`src/design/arm_banked_register_file_macros.svh`:
```
// Assertion macros shared by the banked register file modules.
`ifndef ARM_BANKED_REGISTER_FILE_MACROS_SVH
`define ARM_BANKED_REGISTER_FILE_MACROS_SVH

// same-cycle implication, checked on every clock edge outside reset
`define ABRF_ASSERT_IMPL(label, ante, cons) \
   label: assert property (@(posedge clock) disable iff (reset) (ante) |-> (cons)) \
      else $error("banked register file check failed");

// next-cycle implication
`define ABRF_ASSERT_NEXT(label, ante, cons) \
   label: assert property (@(posedge clock) disable iff (reset) (ante) |=> (cons)) \
      else $error("banked register file check failed");

`endif

```
`src/design/abrf_pkg.sv`:
```
// Types, constants and mode decode for the banked register file.
package abrf_pkg;

   localparam int DATA_W        = 32;
   localparam int NUM_GENERAL   = 16;
   localparam int REG_W         = $clog2(NUM_GENERAL);
   localparam int NUM_BANKS     = 6;
   localparam int BANK_W        = $clog2(NUM_BANKS);
   localparam int NUM_FIQ_REGS  = 5;
   localparam int FIQ_IDX_W     = $clog2(NUM_FIQ_REGS);
   localparam int FIRST_FIQ_REG = 8;
   localparam int MODE_W        = 5;
   localparam int SP_REG        = 13;
   localparam int LR_REG        = 14;

   localparam int Q_DEPTH = 2;
   localparam int Q_PTR_W = (Q_DEPTH > 1) ? $clog2(Q_DEPTH) : 1;
   localparam int Q_CNT_W = $clog2(Q_DEPTH + 1);

   localparam logic [MODE_W-1:0] MODE_USR = 5'h10;
   localparam logic [MODE_W-1:0] MODE_FIQ = 5'h11;
   localparam logic [MODE_W-1:0] MODE_IRQ = 5'h12;
   localparam logic [MODE_W-1:0] MODE_SVC = 5'h13;
   localparam logic [MODE_W-1:0] MODE_ABT = 5'h17;
   localparam logic [MODE_W-1:0] MODE_UND = 5'h1B;
   localparam logic [MODE_W-1:0] MODE_SYS = 5'h1F;

   localparam logic [BANK_W-1:0] BANK_USR = 3'd0;
   localparam logic [BANK_W-1:0] BANK_SVC = 3'd1;
   localparam logic [BANK_W-1:0] BANK_ABT = 3'd2;
   localparam logic [BANK_W-1:0] BANK_UND = 3'd3;
   localparam logic [BANK_W-1:0] BANK_IRQ = 3'd4;
   localparam logic [BANK_W-1:0] BANK_FIQ = 3'd5;

   localparam logic [DATA_W-1:0] RESET_CPSR = 32'h400001C0 | {27'd0, MODE_SVC};

   typedef enum logic [1:0] {
      OP_GENERAL = 2'd0,
      OP_CPSR    = 2'd1,
      OP_SPSR    = 2'd2,
      OP_USER    = 2'd3
   } op_type;

   typedef struct packed {
      op_type              op;
      logic [REG_W-1:0]    reg_num;
      logic                fiq_user_flag;
      logic                fiq_range;
      logic [DATA_W-1:0]   write_data;
      logic [REG_W-1:0]    read_num;
      logic                new_ok;
      logic [BANK_W-1:0]   new_bank;
   } entry_type;

   typedef struct packed {
      logic full;
      logic empty;
   } queue_status_type;

   function automatic logic mode_ok(input logic [MODE_W-1:0] mode);
      logic ok;
      unique case (mode)
         MODE_USR, MODE_SYS, MODE_SVC, MODE_ABT,
         MODE_UND, MODE_IRQ, MODE_FIQ: ok = 1'b1;
         default:                      ok = 1'b0;
      endcase
      return ok;
   endfunction

   function automatic logic [BANK_W-1:0] bank_of(input logic [MODE_W-1:0] mode);
      logic [BANK_W-1:0] bank;
      unique case (mode)
         MODE_USR, MODE_SYS: bank = BANK_USR;
         MODE_SVC:           bank = BANK_SVC;
         MODE_ABT:           bank = BANK_ABT;
         MODE_UND:           bank = BANK_UND;
         MODE_IRQ:           bank = BANK_IRQ;
         MODE_FIQ:           bank = BANK_FIQ;
         default:            bank = BANK_USR;
      endcase
      return bank;
   endfunction

endpackage

```
`src/design/abrf_front.sv`:
```
// Front end: accepts request beats and classifies them for the queue.
module abrf_front import abrf_pkg::*; (
   input  logic                req_valid,
   output logic                req_stall,
   input  logic [1:0]          req_cmd,
   input  logic [REG_W-1:0]    req_reg_num,
   input  logic                req_fiq_user_flag,
   input  logic [DATA_W-1:0]   req_write_data,
   input  logic [REG_W-1:0]    req_read_num,
   input  queue_status_type    q_status,
   output logic                push,
   output entry_type           push_entry
);

   logic [MODE_W-1:0] new_mode;

   assign new_mode  = req_write_data[MODE_W-1:0];
   assign req_stall = q_status.full;
   assign push      = req_valid && !q_status.full;

   always_comb begin
      push_entry.op            = op_type'(req_cmd);
      push_entry.reg_num       = req_reg_num;
      push_entry.fiq_user_flag = req_fiq_user_flag;
      push_entry.fiq_range     = (req_reg_num >= REG_W'(FIRST_FIQ_REG)) &&
                                 (req_reg_num < REG_W'(FIRST_FIQ_REG + NUM_FIQ_REGS));
      push_entry.write_data    = req_write_data;
      push_entry.read_num      = req_read_num;
      push_entry.new_ok        = mode_ok(new_mode);
      push_entry.new_bank      = bank_of(new_mode);
   end

endmodule

```
`src/design/abrf_queue.sv`:
```
// Short queue of classified beats between front and back.
`include "arm_banked_register_file_macros.svh"
module abrf_queue import abrf_pkg::*; (
   input  logic             clock,
   input  logic             reset,
   input  logic             push,
   input  entry_type        push_entry,
   input  logic             pop,
   output entry_type        head,
   output queue_status_type status
);

   entry_type            slot_ff [Q_DEPTH];
   logic [Q_PTR_W-1:0]   wr_ptr_ff, wr_ptr_in;
   logic [Q_PTR_W-1:0]   rd_ptr_ff, rd_ptr_in;
   logic [Q_CNT_W-1:0]   count_ff, count_in;

   function automatic logic [Q_PTR_W-1:0] bump(input logic [Q_PTR_W-1:0] ptr);
      return (ptr == Q_PTR_W'(Q_DEPTH - 1)) ? '0 : ptr + 1'b1;
   endfunction

   assign status.full  = (count_ff == Q_CNT_W'(Q_DEPTH));
   assign status.empty = (count_ff == '0);
   assign head         = slot_ff[rd_ptr_ff];

   always_comb begin
      wr_ptr_in = push ? bump(wr_ptr_ff) : wr_ptr_ff;
      rd_ptr_in = pop  ? bump(rd_ptr_ff) : rd_ptr_ff;
      priority case ({push, pop})
         2'b10:   count_in = count_ff + 1'b1;
         2'b01:   count_in = count_ff - 1'b1;
         default: count_in = count_ff;
      endcase
   end

   always_ff @(posedge clock) begin
      if (reset) begin
         wr_ptr_ff <= '0;
         rd_ptr_ff <= '0;
         count_ff  <= '0;
      end else begin
         wr_ptr_ff <= wr_ptr_in;
         rd_ptr_ff <= rd_ptr_in;
         count_ff  <= count_in;
      end
   end

   always_ff @(posedge clock) begin
      if (reset) begin
         for (int i = 0; i < Q_DEPTH; i++) begin
            slot_ff[i] <= '0;
         end
      end else if (push) begin
         slot_ff[wr_ptr_ff] <= push_entry;
      end
   end

   `ABRF_ASSERT_IMPL(q_no_overflow, push, !status.full)
   `ABRF_ASSERT_IMPL(q_no_underflow, pop, !status.empty)
   `ABRF_ASSERT_IMPL(q_count_bound, 1'b1, count_ff <= Q_CNT_W'(Q_DEPTH))

endmodule

```
`src/design/abrf_back.sv`:
```
// Back end: executes register writes, bank swaps and drives the response beat.
`include "arm_banked_register_file_macros.svh"
module abrf_back import abrf_pkg::*; (
   input  logic                clock,
   input  logic                reset,
   input  entry_type           head,
   input  queue_status_type    q_status,
   output logic                pop,
   output logic                rsp_valid,
   input  logic                rsp_stall,
   output logic [DATA_W-1:0]   rsp_read_data,
   output logic [DATA_W-1:0]   rsp_cpsr_value,
   output logic [DATA_W-1:0]   rsp_spsr_value,
   output logic                rsp_bad_mode
);

   logic [DATA_W-1:0] active_ff   [NUM_GENERAL];
   logic [DATA_W-1:0] active_in   [NUM_GENERAL];
   logic [DATA_W-1:0] sp_ff       [NUM_BANKS];
   logic [DATA_W-1:0] sp_in       [NUM_BANKS];
   logic [DATA_W-1:0] lr_ff       [NUM_BANKS];
   logic [DATA_W-1:0] lr_in       [NUM_BANKS];
   logic [DATA_W-1:0] bspsr_ff    [NUM_BANKS];
   logic [DATA_W-1:0] bspsr_in    [NUM_BANKS];
   logic [DATA_W-1:0] fiq_ff      [NUM_FIQ_REGS];
   logic [DATA_W-1:0] fiq_in      [NUM_FIQ_REGS];
   logic [DATA_W-1:0] usr_ff      [NUM_FIQ_REGS];
   logic [DATA_W-1:0] usr_in      [NUM_FIQ_REGS];
   logic [DATA_W-1:0] cpsr_ff, cpsr_in;
   logic [DATA_W-1:0] spsr_ff, spsr_in;

   logic              rsp_valid_ff, rsp_valid_in;
   logic [DATA_W-1:0] rsp_read_ff, rsp_read_in;
   logic [DATA_W-1:0] rsp_cpsr_ff;
   logic [DATA_W-1:0] rsp_spsr_ff;
   logic              rsp_bad_ff, bad_in;

   logic [MODE_W-1:0]    cur_mode, new_mode;
   logic                 old_ok, user_view, same_bank;
   logic [BANK_W-1:0]    old_bank;
   logic [FIQ_IDX_W-1:0] fiq_idx;

   assign pop      = !q_status.empty && (!rsp_valid_ff || !rsp_stall);
   assign cur_mode = cpsr_ff[MODE_W-1:0];
   assign new_mode = head.write_data[MODE_W-1:0];
   assign old_ok   = mode_ok(cur_mode);
   assign old_bank = bank_of(cur_mode);
   assign user_view = (cur_mode == MODE_USR) || (cur_mode == MODE_SYS);
   assign same_bank = old_ok && (old_bank == head.new_bank);
   assign fiq_idx  = FIQ_IDX_W'(head.reg_num - REG_W'(FIRST_FIQ_REG));

   always_comb begin
      active_in = active_ff;
      sp_in     = sp_ff;
      lr_in     = lr_ff;
      bspsr_in  = bspsr_ff;
      fiq_in    = fiq_ff;
      usr_in    = usr_ff;
      cpsr_in   = cpsr_ff;
      spsr_in   = spsr_ff;
      bad_in    = 1'b0;
      unique case (head.op)
         OP_GENERAL: active_in[head.reg_num] = head.write_data;
         OP_CPSR: begin
            cpsr_in = head.write_data;
            if (new_mode != cur_mode) begin
               if (!head.new_ok) begin
                  bad_in = 1'b1;
               end else begin
                  if (cur_mode == MODE_FIQ) begin
                     for (int i = 0; i < NUM_FIQ_REGS; i++) begin
                        fiq_in[i]                   = active_ff[FIRST_FIQ_REG + i];
                        active_in[FIRST_FIQ_REG + i] = usr_ff[i];
                     end
                  end else if (new_mode == MODE_FIQ) begin
                     for (int i = 0; i < NUM_FIQ_REGS; i++) begin
                        usr_in[i]                   = active_ff[FIRST_FIQ_REG + i];
                        active_in[FIRST_FIQ_REG + i] = fiq_ff[i];
                     end
                  end
                  if (old_ok) begin
                     sp_in[old_bank]    = active_ff[SP_REG];
                     lr_in[old_bank]    = active_ff[LR_REG];
                     bspsr_in[old_bank] = spsr_ff;
                  end
                  active_in[SP_REG] = same_bank ? active_ff[SP_REG] : sp_ff[head.new_bank];
                  active_in[LR_REG] = same_bank ? active_ff[LR_REG] : lr_ff[head.new_bank];
                  spsr_in           = same_bank ? spsr_ff : bspsr_ff[head.new_bank];
               end
            end
         end
         OP_SPSR: spsr_in = head.write_data;
         OP_USER: begin
            priority if (head.reg_num == REG_W'(SP_REG) && !user_view) begin
               sp_in[BANK_USR] = head.write_data;
            end else if (head.reg_num == REG_W'(LR_REG) && !user_view) begin
               lr_in[BANK_USR] = head.write_data;
            end else if (head.fiq_user_flag && head.fiq_range) begin
               usr_in[fiq_idx] = head.write_data;
            end else begin
               active_in[head.reg_num] = head.write_data;
            end
         end
      endcase
      rsp_read_in = active_in[head.read_num];
   end

   always_comb begin
      priority if (pop) begin
         rsp_valid_in = 1'b1;
      end else if (!rsp_stall) begin
         rsp_valid_in = 1'b0;
      end else begin
         rsp_valid_in = rsp_valid_ff;
      end
   end

   always_ff @(posedge clock) begin
      if (reset) begin
         rsp_valid_ff <= 1'b0;
         cpsr_ff      <= RESET_CPSR;
         spsr_ff      <= '0;
         for (int i = 0; i < NUM_GENERAL; i++) begin
            active_ff[i] <= '0;
         end
         for (int i = 0; i < NUM_BANKS; i++) begin
            sp_ff[i]    <= '0;
            lr_ff[i]    <= '0;
            bspsr_ff[i] <= '0;
         end
         for (int i = 0; i < NUM_FIQ_REGS; i++) begin
            fiq_ff[i] <= '0;
            usr_ff[i] <= '0;
         end
      end else begin
         rsp_valid_ff <= rsp_valid_in;
         if (pop) begin
            active_ff <= active_in;
            sp_ff     <= sp_in;
            lr_ff     <= lr_in;
            bspsr_ff  <= bspsr_in;
            fiq_ff    <= fiq_in;
            usr_ff    <= usr_in;
            cpsr_ff   <= cpsr_in;
            spsr_ff   <= spsr_in;
         end
      end
   end

   always_ff @(posedge clock) begin
      if (pop) begin
         rsp_read_ff <= rsp_read_in;
         rsp_cpsr_ff <= cpsr_in;
         rsp_spsr_ff <= spsr_in;
         rsp_bad_ff  <= bad_in;
      end
   end

   assign rsp_valid      = rsp_valid_ff;
   assign rsp_read_data  = rsp_read_ff;
   assign rsp_cpsr_value = rsp_cpsr_ff;
   assign rsp_spsr_value = rsp_spsr_ff;
   assign rsp_bad_mode   = rsp_bad_ff;

   `ABRF_ASSERT_IMPL(bk_bad_keeps_sp, pop && bad_in, active_in[SP_REG] == active_ff[SP_REG])
   `ABRF_ASSERT_IMPL(bk_bad_only_cpsr, bad_in, head.op == OP_CPSR)
   `ABRF_ASSERT_NEXT(bk_pop_gives_rsp, pop, rsp_valid_ff)

endmodule

```
`src/design/arm_banked_register_file.sv`:
```
// Top level of the ARM banked register file shadow.
// Each request beat is one register write (general, CPSR, SPSR or user-bank);
// a CPSR write that changes the mode swaps r13, r14, SPSR and, around FIQ,
// r8-r12 in the same cycle that the write executes. The block sustains one beat
// per clock unless the response stalls: the execute stage in the back end retires
// one queued beat per cycle into the response register; an accepted beat waits in
// the queue first. A two-entry queue between the classifying front end and the
// execute stage lets requests keep arriving while a response is stalled. Each
// response carries one register read after the write plus CPSR, SPSR and a flag
// for a CPSR write that named an unsupported mode.
module arm_banked_register_file import abrf_pkg::*; (
   input  logic                clock,
   input  logic                reset,
   input  logic                req_valid,
   output logic                req_stall,
   input  logic [1:0]          req_cmd,
   input  logic [REG_W-1:0]    req_reg_num,
   input  logic                req_fiq_user_flag,
   input  logic [DATA_W-1:0]   req_write_data,
   input  logic [REG_W-1:0]    req_read_num,
   output logic                rsp_valid,
   input  logic                rsp_stall,
   output logic [DATA_W-1:0]   rsp_read_data,
   output logic [DATA_W-1:0]   rsp_cpsr_value,
   output logic [DATA_W-1:0]   rsp_spsr_value,
   output logic                rsp_bad_mode
);

   logic             push, pop;
   entry_type        push_entry, head;
   queue_status_type q_status;

   abrf_front u_front (
      .req_valid         (req_valid),
      .req_stall         (req_stall),
      .req_cmd           (req_cmd),
      .req_reg_num       (req_reg_num),
      .req_fiq_user_flag (req_fiq_user_flag),
      .req_write_data    (req_write_data),
      .req_read_num      (req_read_num),
      .q_status          (q_status),
      .push              (push),
      .push_entry        (push_entry)
   );

   abrf_queue u_queue (
      .clock      (clock),
      .reset      (reset),
      .push       (push),
      .push_entry (push_entry),
      .pop        (pop),
      .head       (head),
      .status     (q_status)
   );

   abrf_back u_back (
      .clock          (clock),
      .reset          (reset),
      .head           (head),
      .q_status       (q_status),
      .pop            (pop),
      .rsp_valid      (rsp_valid),
      .rsp_stall      (rsp_stall),
      .rsp_read_data  (rsp_read_data),
      .rsp_cpsr_value (rsp_cpsr_value),
      .rsp_spsr_value (rsp_spsr_value),
      .rsp_bad_mode   (rsp_bad_mode)
   );

endmodule
```
`config.mk`:
```
export PLATFORM = sky130hd
export DESIGN_NAME = arm_banked_register_file
export DESIGN_NICKNAME = d
export VERILOG_FILES = /design/src/design/abrf_pkg.sv /design/src/design/abrf_front.sv /design/src/design/abrf_queue.sv /design/src/design/abrf_back.sv /design/src/design/arm_banked_register_file.sv
export VERILOG_INCLUDE_DIRS = /design/src /design/src/design
export SDC_FILE = /design/constraint.sdc
export NUM_CORES = 2
export LEC_CHECK = 0
export ABC_AREA = 1
export BUFFER_PORTS_ARGS = -buffer_cell sky130_fd_sc_hd__buf_2
export CAP_MARGIN = 25
export CELL_PAD_IN_SITES_DETAIL_PLACEMENT = 1
export CELL_PAD_IN_SITES_GLOBAL_PLACEMENT = 2
export CORE_MARGIN = 3
export CORE_UTILIZATION = 36
export DETAILED_ROUTE_END_ITERATION = 6
export PLACE_DENSITY = 0.85
export SLEW_MARGIN = 25
export SYNTH_ARGS = -nofsm -noshare
export SYNTH_HDL_FRONTEND = slang
export SYNTH_SLANG_ARGS = --single-unit
```
`constraint.sdc`:
```
create_clock -name clock -period 6.6 [get_ports clock]
set_input_delay 1.32 -clock clock [delete_from_list [all_inputs] [get_ports clock]]
set_output_delay 1.32 -clock clock [all_outputs]
set_load 0.01 [all_outputs]
```
# [Word-level counts from Yosys, hierarchy flattened]
# Memory sizes are Yosys's and may differ from the RTL's. A register that Yosys moved wholly into a read port is not among the register bits.
# Index checks and enable logic that the tools add are counted.
[totals] n_memories=1 reg_bits=1574 mem_bits_ro=0 ram_bits=96 elab_cells=220 latchBits=0
[op_classes] reduce_logical=30 bitwise_logic=5 n_mul=0 n_lt_le_gt_ge=10 n_div=0 n_mux=79 eq_ne=36 n_shift=0 add_sub_neg=5
[mem_list] memory="u_queue.slot_ff" words=2 width=48 read_ports=1 rd_clocked_by_memory_dff=1 wr=2 line_no="abrf_queue.sv:13" text="entry_type slot_ff [Q_DEPTH];"
[op_table] operator="two-way mux 512 bit" count=3
[op_table] operator="two-way mux 160 bit" count=9
[op_table] operator="two-way mux 192 bit" count=6
[op_table] operator="case mux 224 bit (3 select lines)" count=1
[op_table] operator="two-way mux 32 bit" count=20
[op_table] operator="bitwise mux 192 bit" count=3
[op_table] operator="bitwise mux 512 bit" count=1
[op_table] operator="case mux 256 bit (2 select lines)" count=1
[op_table] operator="two-way mux 224 bit" count=2
[op_table] operator="case mux 160 bit (2 select lines)" count=1
[op_table] operator="binary-select mux 32 bit (select 3 bit)" count=3
[op_table] operator="case mux 32 bit (2 select lines)" count=4
[op_table] operator="demux 32 bit (select 3 bit)" count=2
[op_table] operator="bitwise mux 160 bit" count=1
[op_table] operator="binary-select mux 32 bit (select 4 bit)" count=1
[op_table] operator="demux 32 bit (select 4 bit)" count=1
[op_table] operator="equality test 5 bit, second input constant" count=15
[op_table] operator="two-way mux 48 bit" count=1
[op_table] operator="OR reduction 48 bit" count=1
[op_table] operator="case mux 3 bit (5 select lines)" count=2
[op_table] operator="greater-or-equal comparator 4 bit, second input constant" count=4
[op_table] operator="two-way mux 1 bit" count=16
[op_table] operator="inequality test 2 x 1 -> 1 bit, second input constant" count=8
[op_table] operator="OR reduction 7 bit" count=2
[op_table] operator="27 further kinds" count=57

# [Depth between registers and ports, before layout]
[logic_depth] depth_word=13 depth_mapped=20

# [Hierarchy]
# Synthesis repeated with hierarchy kept, for this count alone.
[unflattened] hier_cells=12437 hier_area_um2=85908.6
[by_module_without_submodules] mod="abrf_back" cells_per_inst=12028 n_inst=1 seq_area_each_um2=32401.1 area_per_inst_um2=81084.0
[by_module_without_submodules] mod="abrf_queue" cells_per_inst=338 n_inst=1 seq_area_each_um2=2982.9 area_per_inst_um2=4384.2
[by_module_without_submodules] mod="abrf_front" cells_per_inst=71 n_inst=1 seq_area_each_um2=0.0 area_per_inst_um2=440.4

# [Least setup slack after synthesis]
# No wires, ideal clock.
[synth_path] path_kind="input to register" start="input port rsp_stall" end="register u_queue.count_ff[1]" slack_ps=384 path_stages=11 t_required_ps=6478 n_path_buf=3 arrival_ps=6094 setup_ps=122 cell_sequence="nand2_1 o21ai_0 inv_1 clkbuf_1 clkbuf_1 clkbuf_1 ha_1 a21oi_1 o21ai_0 o21ai_0 a21oi_1"
[synth_via] elab_chain_cells=5 elab_cells_between_ends=7 classes_between="2 x eq/ne; 1 x mux; 4 x reduce/logical"
[synth_lines] element="start, declared" line_no="arm_banked_register_file.sv:22" text="input logic rsp_stall,"
[synth_lines] element="zero test 1 bit (*)" line_no="abrf_back.sv:43" text="assign pop = !q_status.empty && (!rsp_valid_ff || !rsp_stall);"
[synth_lines] element="logical OR 1 bit (*)" line_no="abrf_back.sv:43"
[synth_lines] element="logical AND 1 bit (*)" line_no="abrf_back.sv:43"
[synth_lines] element="via pop" line_no="arm_banked_register_file.sv:29" text="logic push, pop;"
[synth_lines] element="equality test 2 x 1 -> 1 bit / equality test 2 bit (equally long branches)" line_no="abrf_queue.sv:29" text="priority case ({push, pop})"
[synth_lines] element="case mux 2 bit (2 select lines) / nonzero test 2 bit (equally long branches)"
[synth_lines] element="end signal, assigned" line_no="abrf_queue.sv:44" text="count_ff <= count_in;"
[synth_lines] element="end, declared" line_no="abrf_queue.sv:16" text="logic [Q_CNT_W-1:0] count_ff, count_in;"
# The timed path passes the listed nets; every way through them passes the cells marked *.
# A chain may end at the register's enable or synchronous reset.

==> impl_metrics.env <==
export IMPL_tritoncts="done"
export IMPL_synth_edf_count=193
export IMPL_critPathKind="reg2reg"
export IMPL_finalCritPeriodShare=0.8552
export IMPL_synth_most_common_cell="nand2_1"
export IMPL_postCtsHoldBufs=0
export IMPL_area_growth_pct=10.16
export IMPL_maxCapViolations=0
export IMPL_hold_violations=0
export IMPL_synth_warnings=0
export IMPL_place_area_sq_um=94150
export IMPL_syn_area_sq_um=91690
export IMPL_yosys_area_top_type="dfxtp_1"
export IMPL_path_cells="inv_2 -> or2_2 -> o21ai_0 -> inv_1 -> ha_1 -> inv_8 -> nand2_4 -> buf_12 -> buf_4 -> nand2_1 -> nand3_1 -> nand3_1 -> nand3_1 -> nand3_1 -> nand2_1"
export IMPL_synth_fp_nets=14100
export IMPL_crit_slowest_cell="nand2_4"
export IMPL_die_h_um=510.7
export IMPL_drtAntennaViolNets=0
export IMPL_numCtsBuffers=200
export IMPL_synth_cells=14040
export IMPL_r2r_setup_slack_ns=0.96
export IMPL_clk_latency_ns=0.91
export IMPL_grt_max_degree=272
export IMPL_fin_area_sq_um=101000
export IMPL_powerDensity_nw_per_um2=553.5
export IMPL_dp_hpwl_mm=233.7
export IMPL_maxSlewViolCount=0
export IMPL_die_w_um=510.7
export IMPL_antenna_found_initial=19
export IMPL_critPathMaxStageDelay_ns=0.75
export IMPL_clock_root_buffer="clkbuf_16"
export IMPL_setup_tns_ns=0
export IMPL_cp_required_ns=7.21
export IMPL_worst_slew_pin_slew_ns=1.158
export IMPL_outcome="complete, no violations"
export IMPL_setup_worst_path_end="u_back.rsp_read_data[17]"
export IMPL_cp_end_kind="flip-flop"
export IMPL_r2r_end="u_back.rsp_read_data[17]"
export IMPL_hold_class="reg2reg"
export IMPL_layout_nets=13410
export IMPL_cts_repair_resize_count=0
export IMPL_dpl_cell_count=16500
export IMPL_synth_seq_area_share=0.3859
export IMPL_clockBufferDepth=3
export IMPL_via_per_inst=5.793
export IMPL_post_cts_buffers=0
export IMPL_multiInputGateArea_sq_um=44790
export IMPL_leakage_nw=42.98
export IMPL_start_util=0.3634
export IMPL_relSlewSlack=0.2249
export IMPL_synth_cell_type_count=43
export IMPL_gr_total_overflow=0
export IMPL_grtUsageTotal=0.2973
export IMPL_wl_per_cell_um=23.90
export IMPL_firstDrtPassIters=6
export IMPL_stdcell_count=16880
export IMPL_worstPathArrival_ns=6.26
export IMPL_fillers=32150
export IMPL_clk_pin_slew_worst_paths_ns=0.06
export IMPL_fp_coreArea_sq_um=252300
export IMPL_htreeDepth=4
export IMPL_drc=0
export IMPL_io_buffer_count=145
export IMPL_setup_violations=0
export IMPL_drtIter0Drc=7893
export IMPL_routed_wl_mm=403.4
export IMPL_rows=184
export IMPL_yosys_most_used_dff="dfxtp_1"
export IMPL_max_freq_mhz=177.2
export IMPL_regArea_sq_um=35390
export IMPL_ys_seq_elements=1671
export IMPL_peakVddDrop_uv=426.2
export IMPL_grt_setup_unrepaired="no"
export IMPL_netlist_top_cells_count="nand2_1, o21ai_0, inv_1"
export IMPL_gp_congestion=0.8254
export IMPL_vias=97800
export IMPL_clock_sinks=1671
export IMPL_drive_gt1_frac=0.06868
export IMPL_worstSetupStartpointType="flip-flop"
export IMPL_rr_worst_depth=15
export IMPL_fp_dieArea_sq_um=260800
export IMPL_critPathMaxFanout=102
export IMPL_min_period_ns=5.644
export IMPL_crit_top_cell="nand3_1"
export IMPL_grt_pass1_vias=100200
export IMPL_grt_first_pass_wirelength_mm=611.1
export IMPL_io_pins=146
export IMPL_synthArstFlopShare=0
export IMPL_synth_top_cell_area_share=0.3227
export IMPL_yosys_top_cells_area="dfxtp_1, nand2_1, o21ai_0"
export IMPL_avgSynthCellArea_sq_um=6.529
export IMPL_finClkSkew_ns=0.07401
## sequential cells by signal, summed over array words and instances (netlist names), named ones only
signal                 cells
u_queue.wr_ptr_ff          1
u_back.fiq_ff            160
u_back.spsr_ff            32
u_back.rsp_read_data      32
u_back.sp_ff             192
u_back.cpsr_ff            32
u_back.usr_ff            160
u_back.active_ff         512
u_back.rsp_valid           1
u_back.bspsr_ff          192
u_queue.count_ff           2
u_back.lr_ff             192
u_queue.rd_ptr_ff          1
u_back.rsp_bad_mode        1
u_back.rsp_spsr_value     32
u_back.rsp_cpsr_value     32
u_queue.slot_ff           96
## how the worst min path moves through the flow
stage	end	cells past startpoint	slack, ns	from
2_1_floorplan	u_back.lr_ff[32]	2	0.42	u_back.lr_ff[32]
3_3_place_gp	flip-flop	1	0.42	u_queue.rd_ptr_ff
3_5_place_dp	u_back.lr_ff[48]	2	0.44	u_back.lr_ff[48]
4_1_cts	u_back.lr_ff[48]	2	0.44	u_back.lr_ff[48]
5_1_grt	u_back.sp_ff[53]	2	0.46	u_back.sp_ff[53]
6_report	u_back.lr_ff[34]	2	0.44	u_back.lr_ff[34]
## per-layer routing
metal | GRT usage | wire length [um] | up-vias
met5 | 0 | 28 | -
met4 | 0.1360 | 19410 | 4
met3 | 0.04502 | 25670 | 844
met2 | 0.4967 | 185800 | 3106
met1 | 0.3772 | 172500 | 49000
li1 | - | - | 44840
## cell families (layout without fill, tap and decap cells)
| group | count (synthesis) | count (layout) | synth area share |
|---|---|---|---|
| adders and majority gates | 6 | 6 | 0.0008187 |
| xor gates and xnor gates | 1 | 1 | 0.00009554 |
| DFF | 1671 | 1671 | 0.3859 |
| other | 0 | 8 | 0 |
| and+or+nand+nor | 4939 | 4939 | 0.2271 |
| AOI/OAI and AO/OA | 4383 | 4383 | 0.2565 |
| buffers and inverters | 3043 | 2526 | 0.1296 |
## through the flow
step                        util  hold slack [ns]  setup slack, ns  power, mW
after detailed placement  0.3732           0.4351            1.135      43.98
after floorplan                -           0.4205           0.3836      32.66
after global placement    0.3730           0.4242            1.115      42.87
after CTS                 0.3999           0.4446            1.066      55.63
final                     0.4003           0.4410           0.9558      55.91
after global routing      0.4002           0.4573           0.6765      59.40
## where the power goes
part / leakage [nW] / switching (mW) / internal, mW
combinational: 25.7 / 21.9 / 7.37
sequential: 14.0 / 2.19 / 13.0
clock: 3.33 / 4.91 / 6.56
total: 43.0 / 29.0 / 26.9
## worst max-delay path, delay by kind of cell (launching register included)
kind,cells,cell delay (ns)
fa+ha+maj,1,0.30
compound gates,1,0.22
flops,1,0.44
buf+inv,5,1.69
simple gates,8,2.37
## layout make-up
type | instances | share of cell area
Multi-Input combinational cell | 9329 | 0.4435
Sequential cell | 1671 | 0.3504
Inverter | 1791 | 0.06726
Clock buffer | 301 | 0.05806
Tap cell | 3348 | 0.04147
Timing Repair Buffer | 362 | 0.03031
Clock inverter | 72 | 0.008857
Antenna cell | 8 | 0.0001982
## layout by cell type, fill, tap and decap left out, drive strengths merged, types with 292 or more instances in the layout
cell / netlist / routed
dfxtp: 1478 / 1478
clkbuf: 863 / 301
buf: 389 / 362
inv: 1780 / 1790
o21ai: 2379 / 2379
nor2: 308 / 308
nand3: 1511 / 1511
a21oi: 1461 / 1461
o211ai: 292 / 292
nand2: 3023 / 3023
No activity file was read; power rests on OpenSTA's default activity.
